File: config.mk
export PLATFORM = sky130hd
export DESIGN_NAME = transport_frame_sync_crc_deframer_top_flat
export DESIGN_NICKNAME = d
export VERILOG_FILES = /design/src/sv/tfsd_pkg.sv /design/src/sv/tfsd_if.sv /design/src/sv/tfsd_parser.sv /design/src/sv/tfsd_emitter.sv /design/src/sv/transport_frame_sync_crc_deframer_top.sv /design/src/flat_wrapper.sv
export SDC_FILE = /design/constraint.sdc
export NUM_CORES = 1
export LEC_CHECK = 0
export BUFFER_PORTS_ARGS = -buffer_cell sky130_fd_sc_hd__buf_4
export CAP_MARGIN = 40
export CORE_UTILIZATION = 62
export DETAILED_ROUTE_END_ITERATION = 8
export GPL_TIMING_DRIVEN = 0
export PLACE_DENSITY = 0.8
export RECOVER_POWER = 50
export SLEW_MARGIN = 20
export SYNTH_ARGS = -nofsm -noshare
export SYNTH_HDL_FRONTEND = slang
export SYNTH_SLANG_ARGS = --single-unit
export TNS_END_PERCENT = 20
File: constraint.sdc
create_clock -name clk_i -period 6.2 [get_ports clk_i]
set_input_delay 0.62 -clock clk_i [delete_from_list [all_inputs] [get_ports clk_i]]
set_output_delay 0.62 -clock clk_i [all_outputs]
set_load 0.01 [all_outputs]
File: src/sv/tfsd_pkg.sv
// Types, constants and the CRC-16-CCITT byte step of the transport frame deframer.
// Depends on nothing.
package tfsd_pkg;

  localparam logic [7:0]  SYNC_HI      = 8'hFF;
  localparam logic [7:0]  SYNC_LO      = 8'h0F;
  localparam logic [15:0] CRC_INIT     = 16'hFFFF;
  localparam logic [15:0] CRC_POLY     = 16'h1021;
  localparam int          HEADER_BYTES = 7;
  localparam int          LEN_BITS     = 15;

  typedef enum logic [1:0] {
    RES_NONE,
    RES_SINGLE,
    RES_BURST
  } res_kind_e;

  // Result descriptor handed from the parser to the output stage.
  typedef struct packed {
    res_kind_e             kind;
    logic [7:0]            payload_byte;
    logic                  byte_valid;
    logic                  frame_type;
    logic [LEN_BITS-1:0]   frame_length;
    logic                  first_of_frame;
    logic                  last_of_frame;
  } res_t;

  // One byte through the CCITT polynomial, MSB first.
  function automatic logic [15:0] crc_step(input logic [15:0] crc_in,
                                           input logic [7:0]  data);
    logic [15:0] crc;
    crc = crc_in ^ {data, 8'h00};
    for (int i = 0; i < 8; i++) begin
      if (crc[15]) begin
        crc = {crc[14:0], 1'b0} ^ CRC_POLY;
      end else begin
        crc = {crc[14:0], 1'b0};
      end
    end
    return crc;
  endfunction

  localparam logic [15:0] CRC_AFTER_SYNC = crc_step(crc_step(CRC_INIT, SYNC_HI), SYNC_LO);

endpackage

File: src/sv/tfsd_if.sv
// Handshake channel interfaces of the transport frame deframer: input bytes and results.
// Depends on nothing.
interface tfsd_in_if #(
  parameter int GROUP_COUNT_BITS = 16
);
  logic                        valid;
  logic                        ready;
  logic [7:0]                  data_byte;
  logic [GROUP_COUNT_BITS-1:0] bytes_left;

  modport source (output valid, output data_byte, output bytes_left, input ready);
  modport sink (input valid, input data_byte, input bytes_left, output ready);
endinterface

interface tfsd_out_if;
  logic        valid;
  logic        ready;
  logic [7:0]  payload_byte;
  logic        byte_valid;
  logic        frame_type;
  logic [14:0] frame_length;
  logic        first_of_frame;
  logic        last_of_frame;
  logic        last_of_burst;

  modport source (output valid, output payload_byte, output byte_valid, output frame_type,
                  output frame_length, output first_of_frame, output last_of_frame,
                  output last_of_burst, input ready);
  modport sink (input valid, input payload_byte, input byte_valid, input frame_type,
                input frame_length, input first_of_frame, input last_of_frame,
                input last_of_burst, output ready);
endinterface

File: src/sv/tfsd_parser.sv
// Frame parser: sync hunt, header capture, CRC check, prefix store and body pass.
// Depends on tfsd_pkg.
module tfsd_parser import tfsd_pkg::*; #(
  parameter int  PREFIX_BYTES     = 11,
  parameter int  GROUP_COUNT_BITS = 16,
  localparam int CW = $clog2(PREFIX_BYTES + 1),
  localparam int IW = (PREFIX_BYTES > 1) ? $clog2(PREFIX_BYTES) : 1
) (
  input  logic                        clk_i,
  input  logic                        rst_ni,
  input  logic                        accept_i,
  input  logic [7:0]                  data_byte_i,
  input  logic [GROUP_COUNT_BITS-1:0] bytes_left_i,
  input  logic [IW-1:0]               rd_idx_i,
  output logic [7:0]                  rd_data_o,
  output res_t                        res_o,
  output logic [CW-1:0]               need_o
);

  typedef enum logic [2:0] {
    PH_HUNT,
    PH_HEADER,
    PH_PREFIX,
    PH_BODY,
    PH_DROP
  } phase_e;

  localparam logic [2:0] HDR_LEN_HI = 3'd0;
  localparam logic [2:0] HDR_LEN_LO = 3'd1;
  localparam logic [2:0] HDR_CRC_HI = 3'd2;
  localparam logic [2:0] HDR_CRC_LO = 3'd3;

  localparam int LW = ((GROUP_COUNT_BITS > LEN_BITS) ? GROUP_COUNT_BITS : LEN_BITS) + 1;

  phase_e                      phase_q, phase_d;
  logic [7:0]                  prev_byte_q, prev_byte_d;
  logic                        prev_valid_q, prev_valid_d;
  logic [2:0]                  hdr_cnt_q, hdr_cnt_d;
  logic [GROUP_COUNT_BITS-1:0] sync_left_q, sync_left_d;
  logic [LEN_BITS-1:0]         frame_len_q, frame_len_d;
  logic [15:0]                 rx_crc_q, rx_crc_d;
  logic                        type_q, type_d;
  logic [15:0]                 crc_q, crc_d;
  logic [CW-1:0]               pcount_q, pcount_d;
  logic [LEN_BITS-1:0]         body_left_q, body_left_d;
  logic [7:0]                  store_q [PREFIX_BYTES];

  logic [15:0]         crc_next;
  logic                crc_ok_next;
  logic [LEN_BITS-1:0] len_next;
  logic                len_too_long;
  logic [CW-1:0]       need;
  logic [CW-1:0]       pcount_inc;
  logic [LEN_BITS-1:0] body_dec;
  logic                store_we;

  assign crc_next     = crc_step(crc_q, data_byte_i);
  assign crc_ok_next  = ((crc_next ^ CRC_INIT) == rx_crc_q);
  assign len_next     = {frame_len_q[LEN_BITS-1:8], data_byte_i};
  assign len_too_long = (LW'(len_next) + LW'(HEADER_BYTES)) > LW'(sync_left_q);
  assign need         = (frame_len_q < LEN_BITS'(PREFIX_BYTES)) ? CW'(frame_len_q)
                                                                : CW'(PREFIX_BYTES);
  assign pcount_inc   = pcount_q + CW'(1);
  assign body_dec     = body_left_q - LEN_BITS'(1);
  assign store_we     = accept_i && (phase_q == PH_PREFIX) && (pcount_q < CW'(PREFIX_BYTES));
  assign need_o       = need;
  assign rd_data_o    = store_q[rd_idx_i];

  always_comb begin
    phase_d      = phase_q;
    prev_byte_d  = prev_byte_q;
    prev_valid_d = prev_valid_q;
    hdr_cnt_d    = hdr_cnt_q;
    sync_left_d  = sync_left_q;
    frame_len_d  = frame_len_q;
    rx_crc_d     = rx_crc_q;
    type_d       = type_q;
    crc_d        = crc_q;
    pcount_d     = pcount_q;
    body_left_d  = body_left_q;

    res_o                = '0;
    res_o.kind           = RES_NONE;
    res_o.frame_type     = type_q;
    res_o.frame_length   = frame_len_q;

    if (accept_i) begin
      unique case (phase_q)
        PH_HUNT: begin
          if (prev_valid_q && (prev_byte_q == SYNC_HI) && (data_byte_i == SYNC_LO)) begin
            phase_d      = PH_HEADER;
            hdr_cnt_d    = '0;
            crc_d        = CRC_AFTER_SYNC;
            prev_valid_d = 1'b0;
          end else begin
            prev_byte_d  = data_byte_i;
            prev_valid_d = 1'b1;
            sync_left_d  = bytes_left_i;
          end
        end
        PH_HEADER: begin
          unique case (hdr_cnt_q)
            HDR_LEN_HI: begin
              crc_d       = crc_next;
              frame_len_d = {data_byte_i[6:0], 8'h00};
              if (data_byte_i[7]) begin
                phase_d = PH_DROP;
              end
            end
            HDR_LEN_LO: begin
              crc_d       = crc_next;
              frame_len_d = len_next;
              if (len_too_long) begin
                phase_d = PH_DROP;
              end
            end
            HDR_CRC_HI: rx_crc_d = {data_byte_i, rx_crc_q[7:0]};
            HDR_CRC_LO: rx_crc_d = {rx_crc_q[15:8], data_byte_i};
            default: begin
              // Type byte: closes the header and the zero-length frame.
              crc_d    = crc_next;
              pcount_d = '0;
              if (data_byte_i > 8'd1) begin
                phase_d = PH_DROP;
              end else begin
                type_d = data_byte_i[0];
                if (frame_len_q == '0) begin
                  if (crc_ok_next) begin
                    res_o.kind           = RES_SINGLE;
                    res_o.frame_type     = data_byte_i[0];
                    res_o.first_of_frame = 1'b1;
                    res_o.last_of_frame  = 1'b1;
                    phase_d              = PH_HUNT;
                    prev_valid_d         = 1'b0;
                  end else begin
                    phase_d = PH_DROP;
                  end
                end else begin
                  phase_d = PH_PREFIX;
                end
              end
            end
          endcase
          hdr_cnt_d = hdr_cnt_q + 3'd1;
        end
        PH_PREFIX: begin
          crc_d    = crc_next;
          pcount_d = pcount_inc;
          if (pcount_inc >= need) begin
            if (crc_ok_next) begin
              res_o.kind          = RES_BURST;
              res_o.byte_valid    = 1'b1;
              res_o.last_of_frame = (frame_len_q == LEN_BITS'(need));
              if (frame_len_q > LEN_BITS'(need)) begin
                body_left_d = frame_len_q - LEN_BITS'(need);
                phase_d     = PH_BODY;
              end else begin
                phase_d      = PH_HUNT;
                prev_valid_d = 1'b0;
              end
            end else begin
              phase_d = PH_DROP;
            end
          end
        end
        PH_BODY: begin
          body_left_d          = body_dec;
          res_o.kind           = RES_SINGLE;
          res_o.payload_byte   = data_byte_i;
          res_o.byte_valid     = 1'b1;
          res_o.last_of_frame  = (body_dec == '0);
          if (body_dec == '0) begin
            phase_d      = PH_HUNT;
            prev_valid_d = 1'b0;
          end
        end
        PH_DROP: ;
        default: phase_d = PH_HUNT;
      endcase

      // The group's last byte always returns the parser to the hunt.
      if (bytes_left_i == GROUP_COUNT_BITS'(1)) begin
        phase_d      = PH_HUNT;
        prev_valid_d = 1'b0;
        prev_byte_d  = '0;
        hdr_cnt_d    = '0;
        pcount_d     = '0;
        body_left_d  = '0;
      end
    end
  end

  always_ff @(posedge clk_i or negedge rst_ni) begin
    if (!rst_ni) begin
      phase_q      <= PH_HUNT;
      prev_byte_q  <= '0;
      prev_valid_q <= 1'b0;
      hdr_cnt_q    <= '0;
      sync_left_q  <= '0;
      frame_len_q  <= '0;
      rx_crc_q     <= '0;
      type_q       <= 1'b0;
      crc_q        <= CRC_INIT;
      pcount_q     <= '0;
      body_left_q  <= '0;
    end else begin
      phase_q      <= phase_d;
      prev_byte_q  <= prev_byte_d;
      prev_valid_q <= prev_valid_d;
      hdr_cnt_q    <= hdr_cnt_d;
      sync_left_q  <= sync_left_d;
      frame_len_q  <= frame_len_d;
      rx_crc_q     <= rx_crc_d;
      type_q       <= type_d;
      crc_q        <= crc_d;
      pcount_q     <= pcount_d;
      body_left_q  <= body_left_d;
    end
  end

  always_ff @(posedge clk_i) begin
    if (store_we) begin
      store_q[pcount_q[IW-1:0]] <= data_byte_i;
    end
  end

endmodule

File: src/sv/tfsd_emitter.sv
// Output stage: one pending slot that also walks prefix bursts, then the result register.
// Depends on tfsd_pkg and tfsd_out_if.
module tfsd_emitter import tfsd_pkg::*; #(
  parameter int  PREFIX_BYTES = 11,
  localparam int CW = $clog2(PREFIX_BYTES + 1),
  localparam int IW = (PREFIX_BYTES > 1) ? $clog2(PREFIX_BYTES) : 1
) (
  input  logic          clk_i,
  input  logic          rst_ni,
  input  logic          accept_i,
  output logic          in_ready_o,
  input  res_t          res_i,
  input  logic [CW-1:0] need_i,
  output logic [IW-1:0] rd_idx_o,
  input  logic [7:0]    rd_data_i,
  tfsd_out_if.source    out_o
);

  logic          pend_valid_q;
  res_t          pend_res_q;
  logic [CW-1:0] pend_need_q;
  logic [IW-1:0] pend_idx_q;

  logic          out_valid_q;
  logic [7:0]    out_payload_q;
  logic          out_byte_valid_q;
  logic          out_type_q;
  logic [14:0]   out_length_q;
  logic          out_first_q;
  logic          out_last_q;
  logic          out_burst_end_q;

  logic          pend_burst;
  logic          last_elem;
  logic          move;
  logic          pend_done;
  logic          load;
  logic [7:0]    cur_payload;
  logic          cur_first;
  logic          cur_last;

  assign pend_burst = (pend_res_q.kind == RES_BURST);
  assign last_elem  = !pend_burst || ((CW'(pend_idx_q) + CW'(1)) == pend_need_q);
  assign move       = pend_valid_q && (!out_valid_q || out_o.ready);
  assign pend_done  = move && last_elem;
  assign in_ready_o = !pend_valid_q || pend_done;
  assign load       = accept_i && (res_i.kind != RES_NONE);
  assign rd_idx_o   = pend_idx_q;

  // A burst element reads the prefix store; a single result carries its own byte.
  assign cur_payload = pend_burst ? rd_data_i : pend_res_q.payload_byte;
  assign cur_first   = pend_burst ? (pend_idx_q == '0) : pend_res_q.first_of_frame;
  assign cur_last    = pend_res_q.last_of_frame && last_elem;

  always_ff @(posedge clk_i or negedge rst_ni) begin
    if (!rst_ni) begin
      pend_valid_q <= 1'b0;
      pend_idx_q   <= '0;
      out_valid_q  <= 1'b0;
    end else begin
      if (load) begin
        pend_valid_q <= 1'b1;
        pend_idx_q   <= '0;
      end else if (pend_done) begin
        pend_valid_q <= 1'b0;
      end else if (move) begin
        pend_idx_q <= pend_idx_q + IW'(1);
      end
      if (move) begin
        out_valid_q <= 1'b1;
      end else if (out_o.ready) begin
        out_valid_q <= 1'b0;
      end
    end
  end

  always_ff @(posedge clk_i) begin
    if (load) begin
      pend_res_q  <= res_i;
      pend_need_q <= need_i;
    end
    if (move) begin
      out_payload_q    <= cur_payload;
      out_byte_valid_q <= pend_res_q.byte_valid;
      out_type_q       <= pend_res_q.frame_type;
      out_length_q     <= pend_res_q.frame_length;
      out_first_q      <= cur_first;
      out_last_q       <= cur_last;
      out_burst_end_q  <= last_elem;
    end
  end

  assign out_o.valid          = out_valid_q;
  assign out_o.payload_byte   = out_payload_q;
  assign out_o.byte_valid     = out_byte_valid_q;
  assign out_o.frame_type     = out_type_q;
  assign out_o.frame_length   = out_length_q;
  assign out_o.first_of_frame = out_first_q;
  assign out_o.last_of_frame  = out_last_q;
  assign out_o.last_of_burst  = out_burst_end_q;

endmodule

File: src/sv/transport_frame_sync_crc_deframer_top.sv
// Top level of the transport frame deframer with sync hunt and CRC-16-CCITT check.
// Depends on tfsd_pkg, tfsd_if, tfsd_parser and tfsd_emitter.
//
// Input channel in_i: one data-group byte per transaction with the count of bytes
// left in the group (1 marks the last byte). Output channel out_o: payload bytes of
// frames whose header CRC checked good, with type, length and frame/burst flags.
// An empty frame gives a single result with byte_valid low.
// Each input byte is parsed in the cycle it is accepted; its result goes into the
// pending slot and then to the output register once that is empty or being taken.
// Throughput is one byte per cycle if the receiver keeps up. The exception is the
// byte that completes a frame's prefix: its burst of up to PREFIX_BYTES results
// drains from the prefix store one per cycle, as the receiver allows, through the
// pending slot, and the input is held off until the burst's last result moves to
// the output register. A stalled receiver fills the output register and then the
// pending slot; the input is taken again as soon as the pending slot frees.
// Reset clears the parser to sync hunt and empties both output stages.
module transport_frame_sync_crc_deframer_top import tfsd_pkg::*; #(
  parameter int PREFIX_BYTES     = 11,
  parameter int GROUP_COUNT_BITS = 16
) (
  input  logic      clk_i,
  input  logic      rst_ni,
  tfsd_in_if.sink   in_i,
  tfsd_out_if.source out_o
);

  localparam int CW = $clog2(PREFIX_BYTES + 1);
  localparam int IW = (PREFIX_BYTES > 1) ? $clog2(PREFIX_BYTES) : 1;

  logic          accept;
  logic          in_ready;
  res_t          res;
  logic [CW-1:0] need;
  logic [IW-1:0] rd_idx;
  logic [7:0]    rd_data;
  logic [GROUP_COUNT_BITS-1:0] bytes_left;

  assign in_i.ready = in_ready;
  assign accept     = in_i.valid && in_ready;
  assign bytes_left = in_i.bytes_left;

  tfsd_parser #(
    .PREFIX_BYTES     (PREFIX_BYTES),
    .GROUP_COUNT_BITS (GROUP_COUNT_BITS)
  ) u_parser (
    .clk_i        (clk_i),
    .rst_ni       (rst_ni),
    .accept_i     (accept),
    .data_byte_i  (in_i.data_byte),
    .bytes_left_i (bytes_left),
    .rd_idx_i     (rd_idx),
    .rd_data_o    (rd_data),
    .res_o        (res),
    .need_o       (need)
  );

  tfsd_emitter #(
    .PREFIX_BYTES (PREFIX_BYTES)
  ) u_emitter (
    .clk_i      (clk_i),
    .rst_ni     (rst_ni),
    .accept_i   (accept),
    .in_ready_o (in_ready),
    .res_i      (res),
    .need_i     (need),
    .rd_idx_o   (rd_idx),
    .rd_data_i  (rd_data),
    .out_o      (out_o)
  );

endmodule

File: src/flat_wrapper.sv
// flat-port wrapper written by rule: the top's interface ports become plain ports
module transport_frame_sync_crc_deframer_top_flat import tfsd_pkg::*;
#(
  parameter int PREFIX_BYTES     = 11,
  parameter int GROUP_COUNT_BITS = 16
)
  (clk_i, rst_ni, in_i_valid, in_i_data_byte, in_i_bytes_left, in_i_ready, out_o_valid, out_o_payload_byte, out_o_byte_valid, out_o_frame_type, out_o_frame_length, out_o_first_of_frame, out_o_last_of_frame, out_o_last_of_burst, out_o_ready);
  tfsd_in_if #(.GROUP_COUNT_BITS(GROUP_COUNT_BITS)) in_i_i ();
  tfsd_out_if out_o_i ();
  input  logic clk_i;
  input  logic rst_ni;
  input wire logic [$bits(in_i_i.valid)-1:0] in_i_valid;
  input wire logic [$bits(in_i_i.data_byte)-1:0] in_i_data_byte;
  input wire logic [$bits(in_i_i.bytes_left)-1:0] in_i_bytes_left;
  output wire logic [$bits(in_i_i.ready)-1:0] in_i_ready;
  output wire logic [$bits(out_o_i.valid)-1:0] out_o_valid;
  output wire logic [$bits(out_o_i.payload_byte)-1:0] out_o_payload_byte;
  output wire logic [$bits(out_o_i.byte_valid)-1:0] out_o_byte_valid;
  output wire logic [$bits(out_o_i.frame_type)-1:0] out_o_frame_type;
  output wire logic [$bits(out_o_i.frame_length)-1:0] out_o_frame_length;
  output wire logic [$bits(out_o_i.first_of_frame)-1:0] out_o_first_of_frame;
  output wire logic [$bits(out_o_i.last_of_frame)-1:0] out_o_last_of_frame;
  output wire logic [$bits(out_o_i.last_of_burst)-1:0] out_o_last_of_burst;
  input wire logic [$bits(out_o_i.ready)-1:0] out_o_ready;
  assign in_i_i.valid = in_i_valid;
  assign in_i_i.data_byte = in_i_data_byte;
  assign in_i_i.bytes_left = in_i_bytes_left;
  assign in_i_ready = in_i_i.ready;
  assign out_o_valid = out_o_i.valid;
  assign out_o_payload_byte = out_o_i.payload_byte;
  assign out_o_byte_valid = out_o_i.byte_valid;
  assign out_o_frame_type = out_o_i.frame_type;
  assign out_o_frame_length = out_o_i.frame_length;
  assign out_o_first_of_frame = out_o_i.first_of_frame;
  assign out_o_last_of_frame = out_o_i.last_of_frame;
  assign out_o_last_of_burst = out_o_i.last_of_burst;
  assign out_o_i.ready = out_o_ready;
  transport_frame_sync_crc_deframer_top #(.PREFIX_BYTES(PREFIX_BYTES), .GROUP_COUNT_BITS(GROUP_COUNT_BITS)) u_core (.clk_i(clk_i), .rst_ni(rst_ni), .in_i(in_i_i), .out_o(out_o_i));
endmodule
==> run_results.csv, run 1 <==
group,metric,value,unit
die,die_x,144,um
synthesis,synth_nets,1062,
drt,drc,0,
drt,drtIter0Drc,696,
final_layout,drive_gt1_frac,0.168,
die,core-area,0.0196,mm2
timing,worst_pin_slew,1.64,ns
pwr,power_density,380,mW/mm2
clock_network,path_clk_slew,0.07,ns
drt,wl_per_cell,20.8,um
placement,io_buffers,57,
drt,routed-via-count,8505,
timing,fin_tns_setup,0,ns
setup_path,startpoint_type,"flip-flop",
setup_path,crit_buf_inv,2,
setup_path,r2r_cells,13,
hold_path,hold_end,"u_core.u_parser.sync_left_q[0]$_DFFE_PN0P_",
synthesis,seq_area_frac_synth,0.570,
setup_path,path_common_cell,"a21o_1",
setup_path,cpPeakStageDelay,0.79,ns
clock_network,clkLatencyLatePin,0.54,ns
timing,skew,0.0160,ns
final_layout,finalNetCount,1157,
clock_network,cts_buffer_depth,3,
timing,drv_slew,27,
timing,setup_violations,0,
drt,dr.pass1.iters,6,
drt,antenna_left,0,
synthesis,avgSynthCellArea,12.5,um2
clock_network,cts_tree,"done",
clock_network,cts_num_sinks,253,
setup_path,rr_startpoint,"u_core.u_parser.frame_len_q[8]$_DFFE_PN0P_",
timing,setup_ws,0.919,ns
grt,overflow,0,
die,fp.dieH,144,um
clock_network,numCtsBuffers,26,
hold_path,min_path_type,"in2reg",
setup_path,crit_chain,"clkbuf_1 -> nor4_1 -> nand4_1 -> or3_1 -> ha_1 -> nand2b_1 -> a21o_1 -> a21o_1 -> a21oi_1 -> a21o_1 -> clkbuf_1 -> o22ai_1 -> or2_2",
grt,grt_pass1_wl,45.0,mm
pwr,ir_drop,0.342,mV
synthesis,synth.top_cell.area_share,0.359,
die,dieArea,0.0207,mm2
timing,timing.fmax,0.189,GHz
synthesis,synth_area_leaders,"edfxtp_1, dfrtp_1, mux2_2",
setup_path,r2r_slack,0.92,ns
timing,finalHoldViolCount,0,
grt,track_usage,0.290,
synthesis,yosysTopAreaCell,"edfxtp_1",
outcome,status,"complete, but fails checks",
die,start_util,0.636,
pwr,leakagePower,5.51,nW
outcome,violations,"capacitance limit, slew limit",
hold_path,min_from,"in_i_bytes_left[0]",
die,ioPinCount,58,
timing,layout_min_cycle_time,5.28,ns
clock_network,cts-root-buf,"clkbuf_16",
synthesis,syn-instance-count,997,
setup_path,crit_family,"simple AND/OR/NAND/NOR gates",
synthesis,synth_enable_flop_cells,149,
hold_path,hold_depth,2,
synthesis,yosysUniqueCellTypes,76,
timing,rsz0062_at_grt,"false",
placement,hpwl,19.4,mm
drt,finalWirelength,28.6,mm
clock_network,htree_levels,1,
setup_path,r2r-end,"u_core.u_emitter.pend_res_q[4]$_DFFE_PP_",
placement,gp_congestion,0.910,
grt,antenna_found_initial,0,
run,maxCapViolCount,1,
clock_network,post-cts-setup-buffers,0,
setup_path,cp.arrival,5.46,ns
synthesis,synth_seq_cells,253,
grt,grt_pass1_vias,8346,
die,rows,51,
placement,dp_slack,0.657,ns
synthesis,async_flop_share,0.411,
synthesis,ys.flop_type,"edfxtp_1",
setup_path,worst-path-max-fanout,33,
setup_path,path_class,"reg2reg",
timing,finalCritPeriodShare,0.852,
grt,grt_start_max_net_pins,79,
drt,via_per_inst,6.18,
setup_path,crit_slowest_cell,"nor4_1",
final_layout,diodes,0,
synthesis,synthesis.area,0.0125,mm2
setup_path,crit_required,6.38,ns
setup_path,cp-end-kind,"flip-flop",
final_layout,syn_to_final_growth,13.4,%
synthesis,synth_warnings,0,
timing,slew_headroom,-0.0941,
synthesized netlist by cell type (all sizes together) (11+ instances only):
| cell type | number |
|---|---|
| edfxtp | 149 |
| dfrtp | 88 |
| nand2 | 68 |
| nor2 | 66 |
| mux2 | 43 |
| xnor2 | 43 |
| o21ai | 42 |
| inv | 41 |
| clkbuf | 40 |
| ha | 37 |
| xor2 | 29 |
| a21oi | 25 |
| a22o | 24 |
| nor3 | 23 |
| mux2i | 19 |
| nand3 | 19 |
| nand4 | 17 |
| dfstp | 16 |
| mux4 | 16 |
| nand2b | 16 |
| or3 | 16 |
| a31oi | 14 |
| buf | 12 |
| and2 | 11 |
| nor4 | 11 |
routing by layer:
metal	share of wire	routed length, um	track usage	vias up
li1	-	-	-	3892
met3	0.072	2070	0.0437	61
met4	0.029	821	0.0935	0
met2	0.47	13400	0.470	362
met5	0	0	0	-
met1	0.43	12300	0.405	4190
flip-flops by register name (all words and copies together) (netlist names), 3 cells and up:
signal,flops
u_core.u_parser.crc_q,16
u_core.u_parser.store_q,88
u_core.u_parser.prev_byte_q,8
u_core.u_parser.phase_q,3
u_core.u_parser.sync_left_q,16
u_core.u_parser.body_left_q,15
u_core.u_emitter.out_o.frame_length,15
u_core.u_parser.hdr_cnt_q,3
u_core.u_parser.pcount_q,4
u_core.u_emitter.pend_need_q,4
u_core.u_emitter.out_o.payload_byte,8
u_core.u_emitter.pend_res_q,29
u_core.u_parser.frame_len_q,15
u_core.u_emitter.rd_idx_o,4
u_core.u_parser.rx_crc_q,16
worst register-to-register path, cell delays in order, from the launching register on:
cell and delay (ns):
dfrtp_1 0.37, clkbuf_1 0.25, nor4_1 0.80, nand4_1 0.42, or3_1 0.50, ha_1 0.30
nand2b_1 0.14, a21o_1 0.17, a21o_1 0.17, a21oi_1 0.33, a21o_1 0.16, clkbuf_1 0.34
o22ai_1 0.31, or2_2 0.66
cells in the final DEF, fill, tap and decap left out, drive strengths merged, types with 16 or more instances in the layout:
cell type	instances
a22o	24
mux2i	19
nor3	23
nand2	68
xnor2	43
edfxtp	149
dfstp	16
a21oi	25
dfrtp	88
clkbuf	104
buf	53
mux2	43
nand4	17
nor2	66
mux4	16
inv	41
o21ai	42
xor2	29
nand2b	16
ha	37
nand3	19
or3	16
where the power goes:
group | internal, mW | switching [mW]
Combinational | 0.676 | 0.848
Clock | 0.982 | 0.644
Sequential | 2.04 | 0.182
Total | 3.70 | 1.67
cell type report:
class	count	area (um2)
Sequential cell	253	7100
Fill cell	1345	5470
Multi-Input combinational cell	651	5010
Clock buffer	39	729
Timing Repair Buffer	67	419
Tap cell	265	332
Buffer	52	213
Clock inverter	9	164
Inverter	41	154
timing repair:
action / 4_1_cts / 5_1_grt
endpoints found under the hold margin: 26 / 0
resized for setup: 0 / 0
hold buffers: 1 / 0
how the worst max path moves through the flow:
| stage | from | to | slack [ns] | cells past startpoint |
|---|---|---|---|---|
| floorplan | u_core.u_emitter.rd_idx_o[0]$_DFFE_PN0P_ | u_core.u_emitter.pend_need_q[0]$_DFFE_PP_ | 1.86 | 13 |
| global placement | u_core.u_emitter.rd_idx_o[0]$_DFFE_PN0P_ | u_core.u_parser.store_q[8][5]$_DFFE_PP_ | 0.59 | 12 |
| detailed placement | u_core.u_emitter.rd_idx_o[0]$_DFFE_PN0P_ | u_core.u_emitter.pend_res_q[12]$_DFFE_PP_ | 0.66 | 13 |
| CTS | u_core.u_emitter.rd_idx_o[0]$_DFFE_PN0P_ | u_core.u_emitter.pend_res_q[7]$_DFFE_PP_ | 0.62 | 13 |
| global route | u_core.u_parser.frame_len_q[8]$_DFFE_PN0P_ | u_core.u_emitter.pend_res_q[6]$_DFFE_PP_ | 0.62 | 13 |
| finish | u_core.u_parser.frame_len_q[8]$_DFFE_PN0P_ | u_core.u_emitter.pend_res_q[4]$_DFFE_PP_ | 0.92 | 13 |
kinds of logic (layout without fill, tap and decap cells):
| family | Yosys count | count (layout) | synth area share |
|---|---|---|---|
| xor gates and xnor gates | 77 | 77 | 0.0622 |
| buffers and inverters | 93 | 208 | 0.0294 |
| muxes | 78 | 78 | 0.0831 |
| AOI/OAI and AO/OA | 166 | 166 | 0.0948 |
| adders and majority gates | 37 | 37 | 0.0372 |
| DFF | 253 | 253 | 0.570 |
| and+or+nand+nor | 293 | 293 | 0.123 |
stage by stage:
step | std cells | hold WS [ns] | area, um2 | util | total power, mW
after floorplan | 997 | 0.324 | 12500 | - | 3.36
after global placement | 1319 | 0.401 | 13200 | 0.675 | 3.69
after detailed placement | 1327 | 0.405 | 13300 | 0.679 | 3.74
after CTS | 1376 | 0.315 | 14200 | 0.725 | 5.38
after global routing | 1377 | 0.333 | 14100 | 0.721 | 5.63
final | 1377 | 0.323 | 14100 | 0.721 | 5.37
(Power assumes the default switching activity.)
==> run 2: changes to the inputs <==
==> constraint.sdc (replaced) <==
create_clock -name clk_i -period 5.7 [get_ports clk_i]
set_input_delay 0.57 -clock clk_i [delete_from_list [all_inputs] [get_ports clk_i]]
set_output_delay 0.57 -clock clk_i [all_outputs]
set_load 0.01 [all_outputs]
==> run_results.csv, run 2 (synthesized netlist as in run 1, its figures left out) <==
group,metric,value,unit
pwr,power_density,416,mW/mm2
timing,layout_min_cycle_time,5.29,ns
placement,gp_congestion,0.910,
setup_path,crit_chain,"clkbuf_1 -> nor4_1 -> nand4_1 -> or3_1 -> ha_1 -> nand2b_1 -> a21o_1 -> a21o_1 -> a21oi_1 -> a21o_1 -> clkbuf_1 -> o22ai_1 -> or2_2",
grt,grt_pass1_wl,45.0,mm
drt,drc,0,
grt,antenna_found_initial,0,
clock_network,cts_resized,0,
timing,drv_slew,79,
clock_network,numCtsBuffers,26,
setup_path,crit_slowest_cell,"nor4_1",
setup_path,cp-end-kind,"flip-flop",
setup_path,startpoint_type,"flip-flop",
grt,grt_start_max_net_pins,79,
die,ioPinCount,58,
final_layout,drive_gt1_frac,0.156,
setup_path,path_class,"reg2reg",
setup_path,crit_family,"simple AND/OR/NAND/NOR gates",
final_layout,final_cell_mix,"edfxtp_1, clkbuf_1, dfrtp_1",
timing,timing.fmax,0.189,GHz
setup_path,crit_buf_inv,2,
die,fp.dieH,144,um
clock_network,cts_buffer_depth,3,
final_layout,syn_to_final_growth,12.7,%
clock_network,post-cts-setup-buffers,0,
clock_network,path_clk_slew,0.06,ns
grt,track_usage,0.290,
timing,worst_pin_slew,1.96,ns
timing,finalCritPeriodShare,0.928,
grt,grt_pass1_vias,8346,
final_layout,diodes,0,
clock_network,htree_levels,1,
drt,wl_per_cell,20.8,um
setup_path,worst-path-max-fanout,33,
hold_path,min_path_type,"in2reg",
timing,slew_headroom,-0.309,
clock_network,cts_num_sinks,253,
drt,dr.pass1.iters,4,
final_layout,final_common_cell,"edfxtp_1",
placement,dp_slack,0.157,ns
setup_path,cpPeakStageDelay,0.80,ns
setup_path,crit_required,5.88,ns
pwr,leakagePower,5.45,nW
clock_network,cts-root-buf,"clkbuf_16",
die,start_util,0.636,
clock_network,cts_hold_buf,1,
timing,skew,0.0143,ns
placement,hpwl,19.4,mm
timing,rsz0062_at_grt,"false",
die,rows,51,
drt,antenna_left,0,
timing,setup_ws,0.408,ns
clock_network,clkLatencyLatePin,0.53,ns
drt,finalWirelength,28.6,mm
timing,finalHoldViolCount,0,
die,dieArea,0.0207,mm2
timing,fin_tns_setup,0,ns
setup_path,path_common_cell,"a21o_1",
drt,via_per_inst,6.17,
clock_network,cts_tree,"done",
die,core-area,0.0196,mm2
grt,overflow,0,
final_layout,finalNetCount,1157,
drt,drtIter0Drc,664,
final_layout,largest_reg_flops,88,
run,maxCapViolCount,2,
pwr,ir_drop,0.372,mV
die,die_x,144,um
timing,whs,0.275,ns
outcome,violations,"capacitance limit, slew limit",
timing,setup_violations,0,
placement,io_buffers,57,
setup_path,cp.arrival,5.47,ns
drt,routed-via-count,8502,
outcome,status,"complete, but fails checks",
-- run 2: worst register-to-register path, delay by kind of cell, from the launching register on --
family          cells  cell delay (ns)
flops               1             0.37
fa+ha+maj           1             0.31
compound gates      5             1.15
buf+inv             2             0.60
simple gates        5             2.52
-- run 2: routing by layer --
layer | up-vias | global-route usage | wire length [um]
li1 | 3894 | - | -
met5 | - | 0 | 0
met1 | 4196 | 0.405 | 12500
met2 | 355 | 0.470 | 13400
met3 | 57 | 0.0437 | 1910
met4 | 0 | 0.0935 | 796
-- run 2: worst paths after layout --
path	from	to	slack, ns	cells after the start
worst min-delay path	in_i_bytes_left[0]	u_core.u_parser.sync_left_q[0]$_DFFE_PN0P_	0.27	2
min in group asynchronous	rst_ni	u_core.u_parser.frame_len_q[11]$_DFFE_PN0P_	0.93	2
worst min register to register	u_core.u_emitter.pend_res_q[7]$_DFFE_PP_	u_core.u_emitter.out_o.frame_length[5]$_DFFE_PP_	0.42	0
worst max register to register	u_core.u_parser.frame_len_q[8]$_DFFE_PN0P_	u_core.u_emitter.pend_res_q[16]$_DFFE_PP_	0.41	13
worst max-delay path	u_core.u_parser.frame_len_q[8]$_DFFE_PN0P_	u_core.u_emitter.pend_res_q[16]$_DFFE_PP_	0.41	13
max in group asynchronous	rst_ni	u_core.u_parser.sync_left_q[7]$_DFFE_PN0P_	2.11	3
-- run 2: cell type report --
cell class / count / area, um2
Sequential cell: 253 / 7100
Clock inverter: 9 / 164
Multi-Input combinational cell: 651 / 5010
Timing Repair Buffer: 67 / 344
Tap cell: 265 / 332
Fill cell: 1375 / 5550
Clock buffer: 39 / 729
Buffer: 52 / 213
Inverter: 41 / 154
-- run 2: stage by stage --
| step | power, mW | utilization | instance area, um2 | instances |
|---|---|---|---|---|
| floorplan | 3.65 | - | 12500 | 997 |
| global placement | 4.01 | 0.675 | 13200 | 1319 |
| detailed placement | 4.07 | 0.679 | 13300 | 1327 |
| CTS | 5.85 | 0.725 | 14200 | 1376 |
| global route | 6.12 | 0.717 | 14000 | 1377 |
| finish | 5.84 | 0.717 | 14000 | 1377 |
-- run 2: power breakdown --
| part | switching, mW | internal (mW) | leakage [nW] |
|---|---|---|---|
| clock | 0.696 | 1.07 | 0.422 |
| combinational | 0.922 | 0.733 | 2.39 |
| sequential | 0.200 | 2.22 | 2.64 |
| total | 1.82 | 4.02 | 5.45 |
